==> src/bis_pkg.sv <==
// Package for the bicubic scaler: widths, register indexes, FSM states
// and the controller/datapath command structs. No dependencies.
`timescale 1ns / 1ps
`default_nettype none
package bis_pkg;
    localparam int MAX_WIDTH  = 256;
    localparam int MAX_HEIGHT = 256;
    localparam int FRAC_BITS  = 16;
    localparam int WQ         = 14;

    localparam int DIM_W   = 9;
    localparam int COORD_W = 12;
    localparam int SCALE_W = 24;
    localparam int ADDR_W  = 16;
    localparam int PIX_W   = 32;
    localparam int IDX_W   = $clog2(MAX_WIDTH > MAX_HEIGHT ? MAX_WIDTH : MAX_HEIGHT);
    localparam int POS_W   = COORD_W + SCALE_W;
    localparam int BASE_W  = POS_W - FRAC_BITS;
    localparam int MEM_DEPTH = 1 << ADDR_W;
    localparam int CFG_IDX_W = 2;

    localparam int CNT_W        = 5;
    localparam int NUM_WGT      = 8;
    localparam int WGT_CYCLES   = NUM_WGT + 2;
    localparam int TAPS         = 16;
    localparam int DRAIN_CYCLES = 2;

    localparam logic [CFG_IDX_W-1:0] REG_WIDTH  = 2'd0;
    localparam logic [CFG_IDX_W-1:0] REG_HEIGHT = 2'd1;
    localparam logic [CFG_IDX_W-1:0] REG_SCALE  = 2'd2;

    localparam logic CMD_WRITE = 1'b0;
    localparam logic CMD_SAMPLE = 1'b1;

    typedef enum logic [2:0] {
        ST_IDLE,
        ST_MAP,
        ST_WGT,
        ST_READ,
        ST_DRAIN,
        ST_DONE
    } state_t;

    typedef struct packed {
        logic       mem_write;
        logic       capture;
        logic       map_en;
        logic       wgt_issue;
        logic [2:0] wgt_idx;
        logic       rd_issue;
        logic [1:0] rd_row;
        logic [1:0] rd_col;
        logic       out_load;
    } ctl_cmd_t;

    typedef struct packed {
        logic out_busy;
    } ctl_status_t;
endpackage
`default_nettype wire

==> src/bis_ctrl.sv <==
// Sequencer for the scaler: accept, map, weight, 16 reads, drain, output.
// Uses bis_pkg.
`timescale 1ns / 1ps
`default_nettype none
module bis_ctrl (
    input  wire logic                 aclk,
    input  wire logic                 aresetn,
    input  wire logic                 s_valid,
    input  wire logic                 s_command,
    output logic                      s_ready,
    input  wire bis_pkg::ctl_status_t status,
    output bis_pkg::ctl_cmd_t         cmd
);
    import bis_pkg::*;

    state_t             state_reg, state_next;
    logic [CNT_W-1:0]   cnt_reg, cnt_next;

    always_ff @(posedge aclk) begin
        if (!aresetn) begin
            state_reg <= ST_IDLE;
            cnt_reg   <= '0;
        end else begin
            state_reg <= state_next;
            cnt_reg   <= cnt_next;
        end
    end

    always_comb begin
        state_next = state_reg;
        case (state_reg)
            ST_IDLE: begin
                if (s_valid && s_command == CMD_SAMPLE) state_next = ST_MAP;
            end
            ST_MAP: state_next = ST_WGT;
            ST_WGT: begin
                if (cnt_reg == CNT_W'(WGT_CYCLES - 1)) state_next = ST_READ;
            end
            ST_READ: begin
                if (cnt_reg == CNT_W'(TAPS - 1)) state_next = ST_DRAIN;
            end
            ST_DRAIN: begin
                if (cnt_reg == CNT_W'(DRAIN_CYCLES - 1)) state_next = ST_DONE;
            end
            ST_DONE: begin
                if (!status.out_busy) state_next = ST_IDLE;
            end
            default: state_next = ST_IDLE;
        endcase
        cnt_next = (state_next != state_reg) ? '0 : cnt_reg + CNT_W'(1);
    end

    always_comb begin
        s_ready       = (state_reg == ST_IDLE);
        cmd           = '0;
        cmd.mem_write = (state_reg == ST_IDLE) && s_valid && (s_command == CMD_WRITE);
        cmd.capture   = (state_reg == ST_IDLE) && s_valid && (s_command == CMD_SAMPLE);
        cmd.map_en    = (state_reg == ST_MAP);
        cmd.wgt_issue = (state_reg == ST_WGT) && (cnt_reg < CNT_W'(NUM_WGT));
        cmd.wgt_idx   = cnt_reg[2:0];
        cmd.rd_issue  = (state_reg == ST_READ);
        cmd.rd_row    = cnt_reg[3:2];
        cmd.rd_col    = cnt_reg[1:0];
        cmd.out_load  = (state_reg == ST_DONE) && !status.out_busy;
    end
endmodule
`default_nettype wire

==> config.mk <==
export PLATFORM = sky130hd
export DESIGN_NAME = bis_ctrl
export DESIGN_NICKNAME = d
export VERILOG_FILES = /design/src/bis_pkg.sv /design/src/bis_ctrl.sv
export SDC_FILE = /design/constraint.sdc
export NUM_CORES = 1
export LEC_CHECK = 0
export ABC_CLOCK_PERIOD_IN_PS = 1950
export BUFFER_PORTS_ARGS = -buffer_cell sky130_fd_sc_hd__buf_4
export CAP_MARGIN = 20
export CORE_AREA = 8 8 45 47
export CTS_BUF_LIST = sky130_fd_sc_hd__clkbuf_16
export CTS_CLUSTER_DIAMETER = 120
export CTS_CLUSTER_SIZE = 20
export DETAILED_ROUTE_END_ITERATION = 7
export DIE_AREA = 0 0 53 55
export PLACE_DENSITY = 0.6
export SLEW_MARGIN = 20
export SYNTH_ARGS = -nofsm -noshare
export SYNTH_HDL_FRONTEND = slang
export SYNTH_SLANG_ARGS = --single-unit
==> constraint.sdc <==
create_clock -name aclk -period 1.95 [get_ports aclk]
set_input_delay 0.39 -clock aclk [delete_from_list [all_inputs] [get_ports aclk]]
set_output_delay 0.39 -clock aclk [all_outputs]
set_load 0.02 [all_outputs]
# Word-level counts from Yosys, hierarchy flattened
# Index checks and enable logic that the tools add are counted.
# op_classes
bitwise_logic	2
add_sub_neg	1
n_lt_le_gt_ge	1
muxes	6
n_eq_ne	9
reduce_logical	9
# op_table
op	count
$pmux W3 S6	1
$mux W3	5
$eq A5 B4 Y1 const B	2
$eq A3 B2 Y1 const B	2
$eq A3 B3 Y1 const B	2
$logic_and A1 B1 Y1	6
$add A5 B1 Y5 const B	1
$eq A5 B1 Y1 const B	1
$lt A5 B4 Y1 const B	1
$eq A3 B1 Y1 const B	1
$logic_not A3 Y1	1
$ne A3 B3 Y1	1
$not A1 Y1	2
$reduce_or A2 Y1	1
$logic_not A1 Y1	1
# word_totals
elab_cells	30
regBits	8
out_inout_bits	14
in_bits	5

# Logic depth before layout (Yosys ltp)
# logic_depth
ltp_word	5
depth_mapped	7
ltp_nobuf	7

# Least setup slack after synthesis
# No wires, ideal clock.
# synth_path
path_type	reg-to-output
startpoint	register state_reg[1]
endpoint	output port cmd[9] in the netlist's numbering
path_buffers	0
path_slack_ns	0.224
path_stages_with_launch	3
arrival_time_ns	1.336
cell_sequence	dfxtp_1 -> or2b_1 -> nor4_1
# synth_lines
item	line_no	text
from (decl)	bis_ctrl.sv:16	state_t state_reg, state_next;
from (signal assigned)	bis_ctrl.sv:24	state_reg <= state_next;
to (decl)	bis_ctrl.sv:12	output bis_pkg::ctl_cmd_t cmd

==> impl_metrics.ini <==
[clocking]
cts-root-buf = clkbuf_16
cts_tree = done
cts_max_path_buffers = 2
clock-sinks = 8
postCtsResizedCells = 0
hold_buffers = 0
cts-buffers-inserted = 3
h-tree-depth = 1
cts_setup_buffers = 0
clk_latency_ns = 0.23
cts.clk_slew.worst_paths_ns = 0.04

[yosys]
yosys.area_share.xor_xnor = 0.0359
syn_area_um2 = 488
synth_edf_count = 0
synthMuxAreaShare = 0.0410
synth-simple-area-share = 0.282
seq_area_frac_synth = 0.328
ys_async_sr_fraction = 0
syn_area_per_cell_um2 = 8.41
synthAdderAreaFrac = 0.0769
ys.flop_type = dfxtp_1
synth_cell_type_count = 26
synth_top_family_by_area = simple AND/OR/NAND/NOR gates
yosys_register_bits = 8
yosys_warnings = 0
synth_compound_area_frac = 0.0949
synth_nets = 66
netlist_instances = 58

[timing]
skew_ns = 0.00241
setup_violations = 0
rsz0062_at_grt = no
min_period_ns = 1.75
setup_tns_ns = 0
tightest_slew_ns = 0.287
slew-limit-headroom = 0.808
fmax_mhz = 571
report.final.slew_viol_count = 0
period_share = 0.899
finalHoldViolCount = 0

[floorplan]
die_x_um = 53
die_area_mm2 = 0.00292
fp.coreArea_mm2 = 0.00138
start_util = 0.353
die_h_um = 55
fp-row-count = 14
io_pins = 19

[routing]
dr.pass1.iters = 3
wl_per_cell_um = 11.6
dr_total_vias = 436
drt-total-wl_mm = 1.02
drtIter0Drc = 3
ant_nets = 0
drt-vias-per-instance = 4.95
drc = 0

[place]
routabilityCongestion = 0.806
portBuffers = 18
dpl.cell_count = 85
place_hpwl_um = 824

[critical_path]
crit_path_start = state_reg[1]
critPathLaunchType = register
worstReg2RegEnd = cnt_reg[2]
worstReg2RegStart = cnt_reg[0]
worstRegToRegCells = 8
crit_arrival_ns = 1.36
cp.required_ns = 1.56
cp-endpoint = cmd[9]
path_class = reg -> out
ff2ff_setup_slack_ns = 0.21
end_kind = output pin
crit_fanout = 7

[global_route]
grt_pass1_wl_mm = 1.55
grt_overflow = 0
antenna_found_initial = 0
grt_max_degree = 10
grt_pass1_vias = 367
grt_use_total = 0.0717

[finish]
syn_to_final_growth_pct = 36.9
nets = 82
drive_above_1_share = 0.333
final_cell_mix = buf_4 (19), dfxtp_1 (8), nor3_1 (7)
diodes = 0
final_common_cell = buf_4
largest_reg_flops = 5
final_cells = 88

[power]
leakagePower_nw = 0.293
p_int_w = 0.000480
clkPwrFrac = 0.546
max-vdd-ir-drop_mv = 0.603
power_frac_comb = 0.152
power.switching_w = 0.000132
swShare = 0.216
seqPwrFrac = 0.302
power_per_cell_area_mw_per_mm2 = 916

[outcome]
outcome = complete, no violations

[run]
drv_cap = 0

[worst_hold_path]
hp-class = in -> reg
==> kinds of logic after synthesis <==
kind of cell / after synthesis
AOI/OAI and AO/OA: 7
xor gates and xnor gates: 2
adders and majority gates: 3
buffers and inverters: 11
DFF: 8
muxes: 2
and+or+nand+nor: 25
==> per-stage QoR <==
| step | worst slack, ns | util | hold WS, ns | total power [W] | instance area, µm² |
|---|---|---|---|---|---|
| after global routing | 0.0845 | 0.483 | 0.408 | 0.000643 | 668 |
| after global placement | 0.225 | 0.429 | 0.548 | 0.000282 | 593 |
| after detailed placement | 0.211 | 0.429 | 0.544 | 0.000282 | 593 |
| after floorplan | 0.224 | - | 0.500 | 0.000252 | 488 |
| after CTS | 0.190 | 0.483 | 0.391 | 0.000623 | 668 |
| final | 0.197 | 0.483 | 0.392 | 0.000612 | 668 |
==> worst min path at each step <==
stage / from / to / slack [ns] / depth (start not counted)
after global routing: aresetn / state_reg[0] / 0.41 / 2
after floorplan: cnt_reg[0] / cnt_reg[0] / 0.50 / 1
after global placement: cnt_reg[0] / cnt_reg[0] / 0.55 / 1
after CTS: aresetn / state_reg[0] / 0.39 / 2
after detailed placement: cnt_reg[0] / cnt_reg[0] / 0.54 / 1
final: aresetn / state_reg[0] / 0.39 / 2
==> power by group through the flow <==
stage	clock network (W)	registers [W]	logic [W]
floorplan	0	0.000183	0.0000693
global placement	0	0.000187	0.0000952
detailed placement	0	0.000187	0.0000946
CTS	0.000344	0.000185	0.0000948
global route	0.000355	0.000186	0.000102
finish	0.000334	0.000185	0.0000932
==> routing by layer <==
metal	wire, µm	share of wire	global-route usage	vias to the layer above
met5	0	0	0	-
met2	439	0.43	0.0957	12
met4	32	0.031	0.0776	0
li1	-	-	-	224
met1	442	0.43	0.0808	196
met3	105	0.10	0.0294	4
==> critical path, stage by stage, from the launching register on <==
cell and delay [ns]:
dfxtp_1 0.44, or2b_1 0.32, nor4_1 0.19, buf_4 0.19
==> cells in the mapped netlist (all sizes together), types with 2 or more instances <==
master,n,share of area
nand2b,2,0.026
and3,2,0.026
dfxtp,8,0.33
nand2,4,0.031
nor3,8,0.092
ha,3,0.077
buf,8,0.12
a21oi,2,0.021
inv,3,0.023
nor2,3,0.023
mux2i,2,0.041
==> area by class of cell <==
| type | instances | area (µm²) |
|---|---|---|
| fill | 142 | 716 |
| multi-input combinational | 39 | 259 |
| sequential | 8 | 160 |
| timing repair buffer | 19 | 143 |
| clock buffer | 3 | 75.1 |
| tap | 16 | 20.0 |
| inverter | 3 | 11.3 |
Power figures use the tool's default switching activity.
